--- src/sspb_pkg.sv ---
`default_nettype none
// ----------------------------------------------------------------------------
// sspb_pkg
// shared types, widths, register indexes and color helpers of the blitter
// ----------------------------------------------------------------------------
package sspb_pkg;

   localparam int DIM_W       = 13;
   localparam int ZOOM_W      = 4;
   localparam int MUL_W       = DIM_W + ZOOM_W;
   localparam int POS_W       = MUL_W + 2;
   localparam int COORD_W     = 13;
   localparam int X_W         = 9;
   localparam int Y_W         = 8;
   localparam int COLOR_W     = 16;
   localparam int SRC_W       = 10;
   localparam int CSR_IDX_W   = 3;
   localparam int CSR_DATA_W  = 16;
   localparam int QUEUE_DEPTH = 4;
   localparam int QPTR_W      = 2;
   localparam int QCNT_W      = 3;

   localparam logic [CSR_IDX_W-1:0] REG_DEST_X       = 3'd0;
   localparam logic [CSR_IDX_W-1:0] REG_DEST_Y       = 3'd1;
   localparam logic [CSR_IDX_W-1:0] REG_IMAGE_WIDTH  = 3'd2;
   localparam logic [CSR_IDX_W-1:0] REG_IMAGE_HEIGHT = 3'd3;
   localparam logic [CSR_IDX_W-1:0] REG_VISIBLE_ROWS = 3'd4;
   localparam logic [CSR_IDX_W-1:0] REG_BLIT_MODE    = 3'd5;
   localparam logic [CSR_IDX_W-1:0] REG_FLAT_COLOR   = 3'd6;
   localparam logic [CSR_IDX_W-1:0] REG_KEY_COLOR    = 3'd7;

   typedef struct packed {
      logic [15:0]        dest_x;
      logic [15:0]        dest_y;
      logic [10:0]        image_width;
      logic [10:0]        image_height;
      logic [10:0]        visible_rows;
      logic [14:0]        blit_mode;
      logic [COLOR_W-1:0] flat_color;
      logic [COLOR_W-1:0] key_color;
   } cfg_type;

   typedef struct packed {
      logic [COORD_W-1:0] x0;
      logic [COORD_W-1:0] x1;
      logic [COORD_W-1:0] y0;
      logic [COORD_W-1:0] y1;
      logic [COLOR_W-1:0] color;
   } block_type;

   function automatic logic [4:0] shade_channel(input logic [4:0] c, input logic [7:0] s);
      logic [12:0] p;
      p = 13'(c) * 13'(s);
      shade_channel = (p[12:3] > 10'd31) ? 5'd31 : p[7:3];
   endfunction

   function automatic logic [COLOR_W-1:0] apply_shade(input logic [COLOR_W-1:0] color,
                                                      input logic [7:0] s);
      apply_shade = {1'b0, shade_channel(color[14:10], s), shade_channel(color[9:5], s),
                     shade_channel(color[4:0], s)};
   endfunction

endpackage
`default_nettype wire

--- src/sspb_front.sv ---
`default_nettype none
// ----------------------------------------------------------------------------
// sspb_front
// takes source pixels, keys, recolors, maps and clips them into screen blocks
// ----------------------------------------------------------------------------
module sspb_front import sspb_pkg::*; #(
   parameter int SCREEN_WIDTH   = 320,
   parameter int SCREEN_HEIGHT  = 240,
   parameter int MAX_ZOOM       = 8,
   parameter int MAX_IMAGE_SIDE = 1024
) (
   input  wire logic               clock,
   input  wire logic               reset,
   input  wire logic               take,
   input  wire logic [COLOR_W-1:0] pixel_color,
   input  wire logic [SRC_W-1:0]   src_col,
   input  wire logic [SRC_W-1:0]   src_row,
   input  wire cfg_type            cfg,
   output logic                    push,
   output block_type               push_block,
   output logic [1:0]              inflight
);

   localparam logic [DIM_W-1:0]        SIDE  = DIM_W'(MAX_IMAGE_SIDE);
   localparam logic [ZOOM_W-1:0]       ZMAX  = ZOOM_W'(MAX_ZOOM);
   localparam logic signed [POS_W-1:0] SW_POS = POS_W'(SCREEN_WIDTH);
   localparam logic signed [POS_W-1:0] SH_POS = POS_W'(SCREEN_HEIGHT);

   // input word stage
   logic               s0_valid_ff, s0_valid_in;
   logic [COLOR_W-1:0] s0_color_ff;
   logic [SRC_W-1:0]   s0_col_ff, s0_row_ff;

   // classify stage
   logic               s1_valid_ff, s1_valid_in;
   logic [MUL_W-1:0]   s1_mul_x_ff, s1_mul_x_in, s1_mul_y_ff, s1_mul_y_in;
   logic [ZOOM_W-1:0]  s1_zoom_ff, s1_zoom_in;
   logic [COLOR_W-1:0] s1_color_ff, s1_color_in;

   logic [DIM_W-1:0]   w, h, rows, vis, col_e, row_e, sx, sy;
   logic [ZOOM_W-1:0]  zoom_raw;
   logic [7:0]         shade;
   logic               keep;

   logic signed [POS_W-1:0] bx, by, ex, ey, x0, x1, y0, y1;

   assign s0_valid_in = take;

   always_comb begin
      w        = (DIM_W'(cfg.image_width) > SIDE) ? SIDE : DIM_W'(cfg.image_width);
      h        = (DIM_W'(cfg.image_height) > SIDE) ? SIDE : DIM_W'(cfg.image_height);
      vis      = DIM_W'(cfg.visible_rows);
      rows     = (vis != '0 && vis < h) ? vis : h;
      col_e    = DIM_W'(s0_col_ff);
      row_e    = DIM_W'(s0_row_ff);
      sx       = cfg.blit_mode[0] ? (w - DIM_W'(1) - col_e) : col_e;
      sy       = cfg.blit_mode[1] ? (h - DIM_W'(1) - row_e) : row_e;
      keep     = (col_e < w) && (row_e < h) && (s0_color_ff != cfg.key_color) && (sy < rows);
      zoom_raw = cfg.blit_mode[6:3];
      shade    = cfg.blit_mode[14:7];
      if (zoom_raw < ZOOM_W'(2)) begin
         s1_zoom_in = ZOOM_W'(1);
      end else if (zoom_raw > ZMAX) begin
         s1_zoom_in = ZMAX;
      end else begin
         s1_zoom_in = zoom_raw;
      end
      if (cfg.blit_mode[2]) begin
         s1_color_in = cfg.flat_color;
      end else if (shade != 8'd0 && shade != 8'd8) begin
         s1_color_in = apply_shade(s0_color_ff, shade);
      end else begin
         s1_color_in = s0_color_ff;
      end
      s1_valid_in = s0_valid_ff && keep;
      s1_mul_x_in = MUL_W'(sx) * MUL_W'(s1_zoom_in);
      s1_mul_y_in = MUL_W'(sy) * MUL_W'(s1_zoom_in);
   end

   // block placement and clipping
   always_comb begin
      bx = $signed({{(POS_W-16){cfg.dest_x[15]}}, cfg.dest_x}) + $signed(POS_W'(s1_mul_x_ff));
      by = $signed({{(POS_W-16){cfg.dest_y[15]}}, cfg.dest_y}) + $signed(POS_W'(s1_mul_y_ff));
      ex = bx + $signed(POS_W'(s1_zoom_ff));
      ey = by + $signed(POS_W'(s1_zoom_ff));
      x0 = bx[POS_W-1] ? '0 : bx;
      y0 = by[POS_W-1] ? '0 : by;
      x1 = (ex > SW_POS) ? SW_POS : ex;
      y1 = (ey > SH_POS) ? SH_POS : ey;
      push = s1_valid_ff && (x0 < x1) && (y0 < y1);
      push_block.x0    = COORD_W'(x0);
      push_block.x1    = COORD_W'(x1);
      push_block.y0    = COORD_W'(y0);
      push_block.y1    = COORD_W'(y1);
      push_block.color = s1_color_ff;
   end

   assign inflight = {1'b0, s0_valid_ff} + {1'b0, s1_valid_ff};

   always_ff @(posedge clock) begin
      if (reset) begin
         s0_valid_ff <= 1'b0;
         s1_valid_ff <= 1'b0;
      end else begin
         s0_valid_ff <= s0_valid_in;
         s1_valid_ff <= s1_valid_in;
      end
      if (take) begin
         s0_color_ff <= pixel_color;
         s0_col_ff   <= src_col;
         s0_row_ff   <= src_row;
      end
      s1_mul_x_ff <= s1_mul_x_in;
      s1_mul_y_ff <= s1_mul_y_in;
      s1_zoom_ff  <= s1_zoom_in;
      s1_color_ff <= s1_color_in;
   end

endmodule
`default_nettype wire

--- src/sspb_queue.sv ---
`default_nettype none
// ----------------------------------------------------------------------------
// sspb_queue
// short block queue between the classify front and the draw engine
// ----------------------------------------------------------------------------
module sspb_queue import sspb_pkg::*; (
   input  wire logic        clock,
   input  wire logic        reset,
   input  wire logic        push,
   input  wire block_type   push_block,
   input  wire logic        pop,
   output block_type        head,
   output logic             empty,
   output logic [QCNT_W-1:0] count
);

   block_type          entry_ff [QUEUE_DEPTH];
   logic [QPTR_W-1:0]  wr_ptr_ff, wr_ptr_in, rd_ptr_ff, rd_ptr_in;
   logic [QCNT_W-1:0]  count_ff, count_in;

   always_comb begin
      wr_ptr_in = push ? wr_ptr_ff + QPTR_W'(1) : wr_ptr_ff;
      rd_ptr_in = pop ? rd_ptr_ff + QPTR_W'(1) : rd_ptr_ff;
      count_in  = count_ff + QCNT_W'(push) - QCNT_W'(pop);
   end

   assign head  = entry_ff[rd_ptr_ff];
   assign empty = (count_ff == '0);
   assign count = count_ff;

   always_ff @(posedge clock) begin
      if (reset) begin
         wr_ptr_ff <= '0;
         rd_ptr_ff <= '0;
         count_ff  <= '0;
      end else begin
         wr_ptr_ff <= wr_ptr_in;
         rd_ptr_ff <= rd_ptr_in;
         count_ff  <= count_in;
      end
      if (push) begin
         entry_ff[wr_ptr_ff] <= push_block;
      end
   end

endmodule
`default_nettype wire

--- src/sspb_back.sv ---
`default_nettype none
// ----------------------------------------------------------------------------
// sspb_back
// draw engine: walks each queued block row by row, one screen write a cycle
// ----------------------------------------------------------------------------
module sspb_back import sspb_pkg::*; (
   input  wire logic          clock,
   input  wire logic          reset,
   input  wire block_type     head,
   input  wire logic          empty,
   output logic               pop,
   output logic               rsp_valid,
   output logic [X_W-1:0]     rsp_screen_x,
   output logic [Y_W-1:0]     rsp_screen_y,
   output logic [COLOR_W-1:0] rsp_write_color,
   output logic               rsp_is_last
);

   logic               active_ff, active_in;
   block_type          blk_ff, blk_in;
   logic [COORD_W-1:0] cur_x_ff, cur_x_in, cur_y_ff, cur_y_in, nx, ny;
   logic               x_end, y_end, last_now;

   logic               rsp_valid_ff, rsp_valid_in, rsp_last_ff, rsp_last_in;
   logic [X_W-1:0]     rsp_x_ff, rsp_x_in;
   logic [Y_W-1:0]     rsp_y_ff, rsp_y_in;
   logic [COLOR_W-1:0] rsp_color_ff, rsp_color_in;

   always_comb begin
      nx       = cur_x_ff + COORD_W'(1);
      ny       = cur_y_ff + COORD_W'(1);
      x_end    = (nx == blk_ff.x1);
      y_end    = (ny == blk_ff.y1);
      last_now = active_ff && x_end && y_end;
      pop      = (!active_ff || last_now) && !empty;

      rsp_valid_in = active_ff;
      rsp_x_in     = X_W'(cur_x_ff);
      rsp_y_in     = Y_W'(cur_y_ff);
      rsp_color_in = blk_ff.color;
      rsp_last_in  = x_end && y_end;

      active_in = active_ff;
      blk_in    = blk_ff;
      cur_x_in  = cur_x_ff;
      cur_y_in  = cur_y_ff;
      if (pop) begin
         active_in = 1'b1;
         blk_in    = head;
         cur_x_in  = head.x0;
         cur_y_in  = head.y0;
      end else if (last_now) begin
         active_in = 1'b0;
      end else if (active_ff) begin
         if (x_end) begin
            cur_x_in = blk_ff.x0;
            cur_y_in = ny;
         end else begin
            cur_x_in = nx;
         end
      end
   end

   assign rsp_valid       = rsp_valid_ff;
   assign rsp_screen_x    = rsp_x_ff;
   assign rsp_screen_y    = rsp_y_ff;
   assign rsp_write_color = rsp_color_ff;
   assign rsp_is_last     = rsp_last_ff;

   always_ff @(posedge clock) begin
      if (reset) begin
         active_ff    <= 1'b0;
         rsp_valid_ff <= 1'b0;
      end else begin
         active_ff    <= active_in;
         rsp_valid_ff <= rsp_valid_in;
      end
      blk_ff       <= blk_in;
      cur_x_ff     <= cur_x_in;
      cur_y_ff     <= cur_y_in;
      rsp_x_ff     <= rsp_x_in;
      rsp_y_ff     <= rsp_y_in;
      rsp_color_ff <= rsp_color_in;
      rsp_last_ff  <= rsp_last_in;
   end

endmodule
`default_nettype wire

--- src/scaled_sprite_blitter.sv ---
`default_nettype none
// ----------------------------------------------------------------------------
// scaled_sprite_blitter
// chroma-keyed sprite blitter with recolor, mirror, flip, zoom and clipping
// ----------------------------------------------------------------------------
// A pixel taken on start passes the input word and classify stage registers
// into the block queue; with the draw engine idle it is then loaded into the
// block register and its first screen word leaves through the result
// registers. A pixel that is keyed out, past the visible rows or wholly off
// screen costs no draw time. The draw engine writes one screen word per
// cycle, so a pixel occupies it for its visible writes: zoom squared at most,
// 64 at zoom 8, four at zoom 2, with no gap between blocks. busy is high
// while the queued blocks plus the pixels in the two front stages number
// four, the queue depth, so a taken pixel always finds room. Results come out
// on a one-cycle rsp_valid strobe and cannot be held off by the receiver.
// ----------------------------------------------------------------------------
module scaled_sprite_blitter import sspb_pkg::*; #(
   parameter int SCREEN_WIDTH   = 320,
   parameter int SCREEN_HEIGHT  = 240,
   parameter int MAX_ZOOM       = 8,
   parameter int MAX_IMAGE_SIDE = 1024
) (
   input  wire logic                  clock,
   input  wire logic                  reset,
   input  wire logic                  start,
   output logic                       busy,
   input  wire logic [COLOR_W-1:0]    req_pixel_color,
   input  wire logic [SRC_W-1:0]      req_src_col,
   input  wire logic [SRC_W-1:0]      req_src_row,
   output logic                       rsp_valid,
   output logic [X_W-1:0]             rsp_screen_x,
   output logic [Y_W-1:0]             rsp_screen_y,
   output logic [COLOR_W-1:0]         rsp_write_color,
   output logic                       rsp_is_last,
   input  wire logic                  csr_write_enable,
   input  wire logic [CSR_IDX_W-1:0]  csr_index,
   input  wire logic [CSR_DATA_W-1:0] csr_data
);

   cfg_type           cfg_ff, cfg_in;
   logic              take, push, pop, empty;
   block_type         push_block, head;
   logic [1:0]        inflight;
   logic [QCNT_W-1:0] count;

   always_comb begin
      cfg_in = cfg_ff;
      if (csr_write_enable) begin
         case (csr_index)
            REG_DEST_X:       cfg_in.dest_x       = csr_data;
            REG_DEST_Y:       cfg_in.dest_y       = csr_data;
            REG_IMAGE_WIDTH:  cfg_in.image_width  = csr_data[10:0];
            REG_IMAGE_HEIGHT: cfg_in.image_height = csr_data[10:0];
            REG_VISIBLE_ROWS: cfg_in.visible_rows = csr_data[10:0];
            REG_BLIT_MODE:    cfg_in.blit_mode    = csr_data[14:0];
            REG_FLAT_COLOR:   cfg_in.flat_color   = csr_data;
            REG_KEY_COLOR:    cfg_in.key_color    = csr_data;
            default:          cfg_in = cfg_ff;
         endcase
      end
   end

   always_ff @(posedge clock) begin
      if (reset) begin
         cfg_ff.dest_x       <= '0;
         cfg_ff.dest_y       <= '0;
         cfg_ff.image_width  <= 11'd1;
         cfg_ff.image_height <= 11'd1;
         cfg_ff.visible_rows <= '0;
         cfg_ff.blit_mode    <= 15'd8;
         cfg_ff.flat_color   <= '0;
         cfg_ff.key_color    <= '0;
      end else begin
         cfg_ff <= cfg_in;
      end
   end

   assign busy = ((count + QCNT_W'(inflight)) >= QCNT_W'(QUEUE_DEPTH));
   assign take = start && !busy;

   sspb_front #(
      .SCREEN_WIDTH   (SCREEN_WIDTH),
      .SCREEN_HEIGHT  (SCREEN_HEIGHT),
      .MAX_ZOOM       (MAX_ZOOM),
      .MAX_IMAGE_SIDE (MAX_IMAGE_SIDE)
   ) u_front (
      .clock       (clock),
      .reset       (reset),
      .take        (take),
      .pixel_color (req_pixel_color),
      .src_col     (req_src_col),
      .src_row     (req_src_row),
      .cfg         (cfg_ff),
      .push        (push),
      .push_block  (push_block),
      .inflight    (inflight)
   );

   sspb_queue u_queue (
      .clock      (clock),
      .reset      (reset),
      .push       (push),
      .push_block (push_block),
      .pop        (pop),
      .head       (head),
      .empty      (empty),
      .count      (count)
   );

   sspb_back u_back (
      .clock           (clock),
      .reset           (reset),
      .head            (head),
      .empty           (empty),
      .pop             (pop),
      .rsp_valid       (rsp_valid),
      .rsp_screen_x    (rsp_screen_x),
      .rsp_screen_y    (rsp_screen_y),
      .rsp_write_color (rsp_write_color),
      .rsp_is_last     (rsp_is_last)
   );

endmodule
`default_nettype wire
--- config.mk ---
export PLATFORM = sky130hd
export DESIGN_NAME = scaled_sprite_blitter
export DESIGN_NICKNAME = d
export VERILOG_FILES = /design/src/sspb_pkg.sv /design/src/sspb_front.sv /design/src/sspb_queue.sv /design/src/sspb_back.sv /design/src/scaled_sprite_blitter.sv
export SDC_FILE = /design/constraint.sdc
export NUM_CORES = 1
export LEC_CHECK = 0
export BUFFER_PORTS_ARGS = -buffer_cell sky130_fd_sc_hd__clkbuf_2
export CAP_MARGIN = 20
export CORE_ASPECT_RATIO = 1.2
export CORE_MARGIN = 2
export CORE_UTILIZATION = 60
export DETAILED_ROUTE_END_ITERATION = 10
export PLACE_DENSITY = 0.85
export SYNTH_ARGS = -nofsm -noshare
export SYNTH_HDL_FRONTEND = slang
export SYNTH_SLANG_ARGS = --single-unit
--- constraint.sdc ---
create_clock -name clock -period 14.45 [get_ports clock]
set_input_delay 0.7225 -clock clock [delete_from_list [all_inputs] [get_ports clock]]
set_output_delay 0.7225 -clock clock [all_outputs]
set_load 0.02 [all_outputs]
# Word level (Yosys, flattened, before mapping)
# Memories as Yosys holds them, arrays and structs flattened. A register that Yosys moved wholly into a read port is not among the register bits.
# Cells that the tools add are included.
totals:
  ff_bits: 328
  mem_bits_rw: 272
  input_bits: 59
  output_inout_bits: 36
  word_cells: 146
  n_memories: 1
classes:
  addsub: 16
  multipliers: 5
  n_lt_le_gt_ge: 16
  n_eq_ne: 12
  muxes: 30
  n_reduce_logical: 34
memory_table:
  columns: ["name", "words", "word_bits", "rd", "rd_ports_with_merged_regs", "wr", "line_no", "rtl"]
  rows:
  - ["u_queue.entry_ff", 4, 68, 1, 1, 1, "sspb_queue.sv:17", "block_type entry_ff [QUEUE_DEPTH];"]
ops:
  columns: ["cell", "count"]
  rows:
  - ["13-bit 2-to-1 mux", 11]
  - ["5-bit by 8-bit multiplier with 13-bit output", 3]
  - ["16-bit by 18-bit adder with 19-bit output", 2]
  - ["19-bit by 5-bit adder with 19-bit output", 2]
  - ["19-bit < comparator", 2]
  - ["19-bit 2-to-1 mux", 2]
  - ["18-bit 2-to-1 mux", 2]
  - ["13-bit by 4-bit multiplier with 17-bit output", 2]
  - ["16-bit 2-to-1 mux", 2]
  - ["10-bit by 5-bit greater-than comparator with 1-bit output (second input constant)", 3]
  - ["13-bit by 1-bit adder with 13-bit output (second input constant)", 2]
  - ["13-bit equality test", 2]
  - ["10-bit by 13-bit < comparator with 1-bit output", 2]
  - ["13-bit by 1-bit subtractor with 13-bit output (second input constant)", 2]
  - ["13-bit by 10-bit subtractor with 13-bit output", 2]
  - ["11-bit greater-than comparator (second input constant)", 2]
  - ["11-bit 2-to-1 mux", 2]
  - ["19-bit by 10-bit greater-than comparator with 1-bit output (second input constant)", 1]
  - ["19-bit by 9-bit greater-than comparator with 1-bit output (second input constant)", 1]
  - ["2-bit AND reduction", 9]
  - ["16-bit != test", 1]
  - ["5-bit 2-to-1 mux", 3]
  - ["1-bit logical AND", 13]
  - ["11-bit by 13-bit < comparator with 1-bit output", 1]
  - ["other kinds (24)", 39]

# Depth between registers and ports, before layout
logic_depth:
  ltp_word: 9
  depth_mapped: 34
  ltp_nobuf: 32

# Modules after synthesis
# A second synthesis with hierarchy kept.
unflattened:
  hier_cells: 3243
  area_unflattened_um2: 35510.3
modules_own_cells:
  columns: ["mod", "n_inst", "cells_each", "area_per_inst_um2", "seq_area_each_um2"]
  rows:
  - ["sspb_front", 1, 1962, 15990.3, 2202.1]
  - ["sspb_queue", 1, 397, 10268.6, 8348.0]
  - ["sspb_back", 1, 367, 5123.7, 3153.0]
  - ["scaled_sprite_blitter", 1, 517, 4127.7, 2242.2]

# Least setup slack after synthesis
# No wires, ideal clock.
synth_timing:
  path_kind: "register to register"
  startpoint: "register cfg_ff[96] (netlist bit)"
  endpoint: "memory u_queue.entry_ff[0][0] (netlist bit) (enable)"
  setup_ns: 0.433
  arrival_time_ns: 7.713
  required_time_ns: 14.017
  setup_slack_ns: 6.303
  stages_incl_launch_ff: 31
  n_path_buf: 1
  synth_period_minus_slack_ns: 8.147
  path_cell_list: "dfxtp_1 > ha_1 > inv_1 > fa_1 > xnor2_1 > ha_1 > a21oi_1 > a21boi_0 > nor2_1 > nor3_1 > nand3_1 > nor3_4 > nand2_1 > or4_4 > a2111oi_4 > or2_2 > buf_2 > nand2_1 > ha_1 > a21o_1 > a21o_1 > a21oi_1 > nor2b_1 > o21ai_0 > nand2b_1 > a21oi_1 > nor2b_1 > o21ai_0 > or4b_2 > nor3_2 > and2_1"
synth_between:
  elab_chain_len: 9
synth_lines:
  columns: ["item", "line_no", "rtl"]
  rows:
  - ["start: declaration", "scaled_sprite_blitter.sv:40", "cfg_type cfg_ff, cfg_in;"]
  - ["start signal: assignment", "scaled_sprite_blitter.sv:74", "cfg_ff <= cfg_in;"]
  - ["16-bit by 18-bit adder with 19-bit output (*)", "sspb_front.sv:82", "bx = $signed({{(POS_W-16){cfg.dest_x[15]}}, cfg.dest_x}) + $signed(POS_W'(s1_mul_x_ff));"]
  - ["19-bit by 5-bit adder with 19-bit output", "sspb_front.sv:84", "ex = bx + $signed(POS_W'(s1_zoom_ff));"]
  - ["19-bit by 10-bit greater-than comparator with 1-bit output", "sspb_front.sv:88", "x1 = (ex > SW_POS) ? SW_POS : ex;"]
  - ["19-bit 2-to-1 mux", "sspb_front.sv:88", null]
  - ["19-bit < comparator (*)", "sspb_front.sv:90", "push = s1_valid_ff && (x0 < x1) && (y0 < y1);"]
  - ["1-bit logical AND (*) (2 in series)", "sspb_front.sv:90", null]
  - ["via push", "scaled_sprite_blitter.sv:41", "logic take, push, pop, empty;"]
  - ["1-bit 2-to-1 mux (*)", "sspb_queue.sv:41", "if (push) begin"]
  - ["1-bit 2-to-1 mux (implied by the code) (*)", "sspb_queue.sv:42", "entry_ff[wr_ptr_ff] <= push_block;"]
  - ["end: declaration", "sspb_queue.sv:17", null]
# The timed path passes the listed nets; every way through them passes the cells marked *.

# Worst setup path in the final report
layout_timing:
  startpoint: "register cfg_ff[96] (netlist bit)"
  endpoint: "memory u_queue.entry_ff[2][21] (netlist bit) (enable)"
# Same word-level chain as after synthesis.

==> summary.txt <==
Setup path
  • CP Capture Type: flop
  • CP Class: flop to flop
  • Worst path most repeated cell: ha_1
  • CP Max Fanout: 39
  • CP max stage delay: 0.76 ns
  • Critical Path Start Type: flop
  • Critical path data required time: around 15 ns
  • CP startpoint: cfg_ff[96]
  • Critical R2R Launch: cfg_ff[96]
  • WP data arrival: 9.06 ns
  • Slowest CP cell: and2_2

Detailed routing
  • Vias/cell: 5.90
  • DR WL/cell: 19.0 µm
  • Iteration-0 DRC count of the detailed router: between 1500 and 2000
  • Vias post-DR: 23393
  • Post-Route WL: 75.3 mm
  • TritonRoute pass-1 iters: 5
  • Routed Antenna Nets: 0
  • # DRC: 0

Place
  • Port Buffer Count: 94
  • Final Wtd Congestion: 0.895
  • Inst Count DP: around 3900
  • HPWL Detailed: 51.8 mm

STA
  • RSZ-0062 raised after global routing: false
  • Final setup TNS: 0 ns
  • Final min period: just under 9 ns
  • Clk_skew: 0.0323 ns
  • Fin. Hold Viols: 0
  • Fin crit share: 60.9%
  • FMAX: 0.114 GHz
  • Max-slew violations: 0
  • Final Setup Violations: 0
  • Slew @ Worst Pin: 1.09 ns
  • Slew margin rel.: 27.2%

Global routing
  • Initial antenna violation count: 3
  • Grt ovf: 0
  • Largest net degree at the start of global routing: a little over 100
  • Total track usage: 26.0%
  • First-pass GRT wire length: 122 mm
  • Vias in the first global route: 23483

Synthesis
  • Compound-Gate Fraction of Synth Area: 9.82%
  • Synth Net Count: 3566
  • Synthesis Warnings: 0
  • Synthesized area per cell: 10.8 µm²
  • Register area share after synthesis: 46.9%
  • Post-synth design cell area: 0.0340 mm²
  • Xor/xnor cell area share of the yosys netlist: 4.67%
  • Mux contribution to synthesized area: roughly 5%
  • Syn Inst Count: between 3000 and 4000
  • Post-synth EDFFs: 389
  • Async SR Flop Fraction: 0%
  • Adder-Cell Fraction of Synth Area: 15.2%
  • Largest family of logic cells by synthesized area: adder cells
  • Count of different cell masters after synthesis: 86
  • Simple-gate portion of the synthesized area: 14.2%
  • Ys flop type: edfxtp_1
  • #FFs+latches synth: 602

Cells and area
  • Layout cell share with drive strength beyond 1: 10.3%
  • Area delta synth->final: 9.38%
  • Area of the multi-input gates: 0.0166 mm²
  • Filler cells: 4010
  • Fin nets: approximately 3600
  • Layout Cells excl Fill: 3967
  • Reg area: 0.0160 mm²

Clock network
  • Maximum root-to-sink buffer count: 3
  • Clk_lat worst skew: around 0.64 ns
  • Hold-fix buffers, CTS: 0
  • Total CTS buffers: 56
  • Clk sinks: 602
  • Worst-path clk slew: 0.07 ns
  • Post-CTS setup buffers: 0
  • Root Driver: clkbuf_16
  • Post-cts sizing count: 0
  • CTS tree: built
  • H-tree levels: 2

Power and ir drop
  • Clock share of power: between 30% and 40%
  • Share of power burned in registers: 44.1%
  • Leakage: between 0.015 and 0.02 µW
  • Worst VDD drop: 0.126 mV
  • Internal power: roughly 3700 µW
  • Power per Cell Area: 143 mW/mm²
  • P_sw: ~1600 µW
  • Comb power frac: 24.1%
  • Switching Fraction: 30.3%

Floorplan
  • Die Height: 265 µm
  • Starting Density: between 60% and 70%
  • Core ar.: around 0.056 mm²
  • I/O Pins: 95
  • Row cnt: between 90 and 100
  • Die footprint: around 0.059 mm²
  • Die X: 221 µm

Job
  • Max_cap viols: 0

Outcome
  • Status: complete, no violations

Worst hold path
  • Hold_sp: req_pixel_color[10]
  • Hold Path Class: primary input to flop
## worst max-delay path, delay by kind of cell (launching register included)
kind                     cells  cell delay, ns
AND/OR/NAND/NOR             15            4.09
AO/OA/AOI/OAI                8            1.90
adder cells (fa/ha/maj)      4            1.30
buffers and inverters        2            0.66
flip-flops                   1            0.33
XOR/XNOR                     1            0.16
## Yosys cell counts, types with 6 or more instances
| cell | instances | area, µm² |
|---|---|---|
| nor2_1 | 131 | 492 |
| mux2i_1 | 7 | 70.1 |
| o21bai_1 | 16 | 120 |
| or4_1 | 6 | 45.0 |
| o211ai_1 | 9 | 67.6 |
| nand3b_1 | 14 | 105 |
| clkbuf_2 | 10 | 50.1 |
| a21boi_0 | 16 | 120 |
| or2_2 | 6 | 37.5 |
| nand2_1 | 522 | 1960 |
| nand2b_1 | 21 | 131 |
| nor4_1 | 22 | 138 |
| fa_1 | 105 | 2100 |
| buf_2 | 6 | 30.0 |
| a21oi_1 | 233 | 1170 |
| a21o_1 | 40 | 300 |
| xor2_1 | 64 | 561 |
| and3_1 | 10 | 62.6 |
| mux2_2 | 10 | 113 |
| o21a_1 | 12 | 90.1 |
| mux4_2 | 68 | 1530 |
| or3_1 | 9 | 56.3 |
| inv_1 | 232 | 871 |
| nor2b_1 | 53 | 332 |
| buf_1 | 13 | 48.8 |
| a31oi_1 | 9 | 56.3 |
| edfxtp_1 | 389 | 11700 |
| nor3_1 | 38 | 190 |
| o21ai_0 | 130 | 651 |
| and2_1 | 109 | 682 |
| clkbuf_1 | 106 | 398 |
| ha_1 | 244 | 3050 |
| dfxtp_1 | 213 | 4260 |
| a211oi_1 | 11 | 82.6 |
| nand4_1 | 19 | 119 |
| nand3_1 | 34 | 170 |
| nor3b_1 | 6 | 45.0 |
| o22ai_1 | 19 | 119 |
| xnor2_1 | 112 | 981 |
## cell usage in the layout, fill, tap and decap left out, types with 64 or more instances in the layout
| master | netlist | routed |
|---|---|---|
| edfxtp_1 | 389 | 389 |
| fa_1 | 105 | 105 |
| a21oi_1 | 233 | 233 |
| and2_1 | 109 | 104 |
| nor2_1 | 131 | 130 |
| clkbuf_2 | 10 | 93 |
| o21ai_0 | 130 | 130 |
| dfxtp_1 | 213 | 211 |
| xor2_1 | 64 | 64 |
| xnor2_1 | 112 | 112 |
| nand2_1 | 522 | 522 |
| mux4_2 | 68 | 68 |
| ha_1 | 244 | 244 |
| inv_1 | 232 | 233 |
## state kept, by name, summed over array words and instances (netlist names), 2 cells and up, named ones only
register and flops:
u_back.rsp_screen_y 8, u_queue.rd_ptr_ff 2, u_back.cur_x_ff 13, u_front.s0_row_ff 10
u_back.blk_ff 39, u_queue.entry_ff 272, cfg_ff 112, u_queue.wr_ptr_ff 2
u_front.s0_color_ff 16, u_front.s1_mul_y_ff 17, u_back.cur_y_ff 13, u_back.rsp_screen_x 9
u_back.rsp_write_color 16, u_front.s1_zoom_ff 4, u_back.rsp_color_in 16, u_front.s1_color_ff 16
u_front.s1_mul_x_ff 17, u_front.s0_col_ff 10, u_queue.count 3
## routing by layer
| layer | share of wire, % | GRT usage (%) | vias to the layer above |
|---|---|---|---|
| met3 | 6.2 | 3.51 | 207 |
| met1 | 41 | 33.7 | 11310 |
| met5 | 0.017 | 0 | - |
| met4 | 4.9 | 11.9 | 2 |
| li1 | - | - | 11066 |
| met2 | 48 | 43.8 | 808 |
## power by group through the flow
stage	Combinational (µW)	Sequential [µW]	Clock, µW
6_report	1280	2340	1690
4_1_cts	1260	2340	1710
2_1_floorplan	901	2360	0
3_5_place_dp	1240	2370	0
3_3_place_gp	1190	2360	0
5_1_grt	1400	2360	1780
## cell type report
type | count | area share (%)
antenna | 2 | 0.0135
clock buffer | 63 | 4.21
clock inverter | 43 | 1.66
inverter | 232 | 2.34
multi-input combinational | 2187 | 44.7
sequential | 602 | 42.9
tap | 727 | 2.45
timing repair buffer | 111 | 1.67
## metrics by stage
step	total power, µW	utilization (%)	worst slack, ns	hold WS, ns	cell area (µm²)
floorplan	3260	-	6.30	0.323	34000
finish	5300	66.4	5.65	0.258	37100
global placement	3550	62.4	6.22	0.326	34900
global route	5550	66.4	5.06	0.236	37100
CTS	5310	66.3	5.70	0.232	37100
detailed placement	3610	62.4	5.90	0.329	34900
## worst paths after layout
| kind | endpoint | slack, ns | cells past startpoint |
|---|---|---|---|
| worst max-delay path | u_queue.entry_ff[2][21] | 5.65 | 30 |
| worst min-delay path | u_front.s0_color_ff[10] | 0.26 | 1 |
| worst max register to register | u_queue.entry_ff[2][21] | 5.65 | 30 |
| worst min register to register | u_back.rsp_write_color[8] | 0.34 | 0 |
## kinds of logic after synthesis
| logic type | Yosys count |
|---|---|
| xor gates and xnor gates | 178 |
| muxes | 85 |
| buffers and inverters | 369 |
| AOI/OAI and AO/OA | 551 |
| DFF | 602 |
| adders and majority gates | 349 |
| and+or+nand+nor | 1024 |
Note: power is estimated with default switching activity, not from simulation.
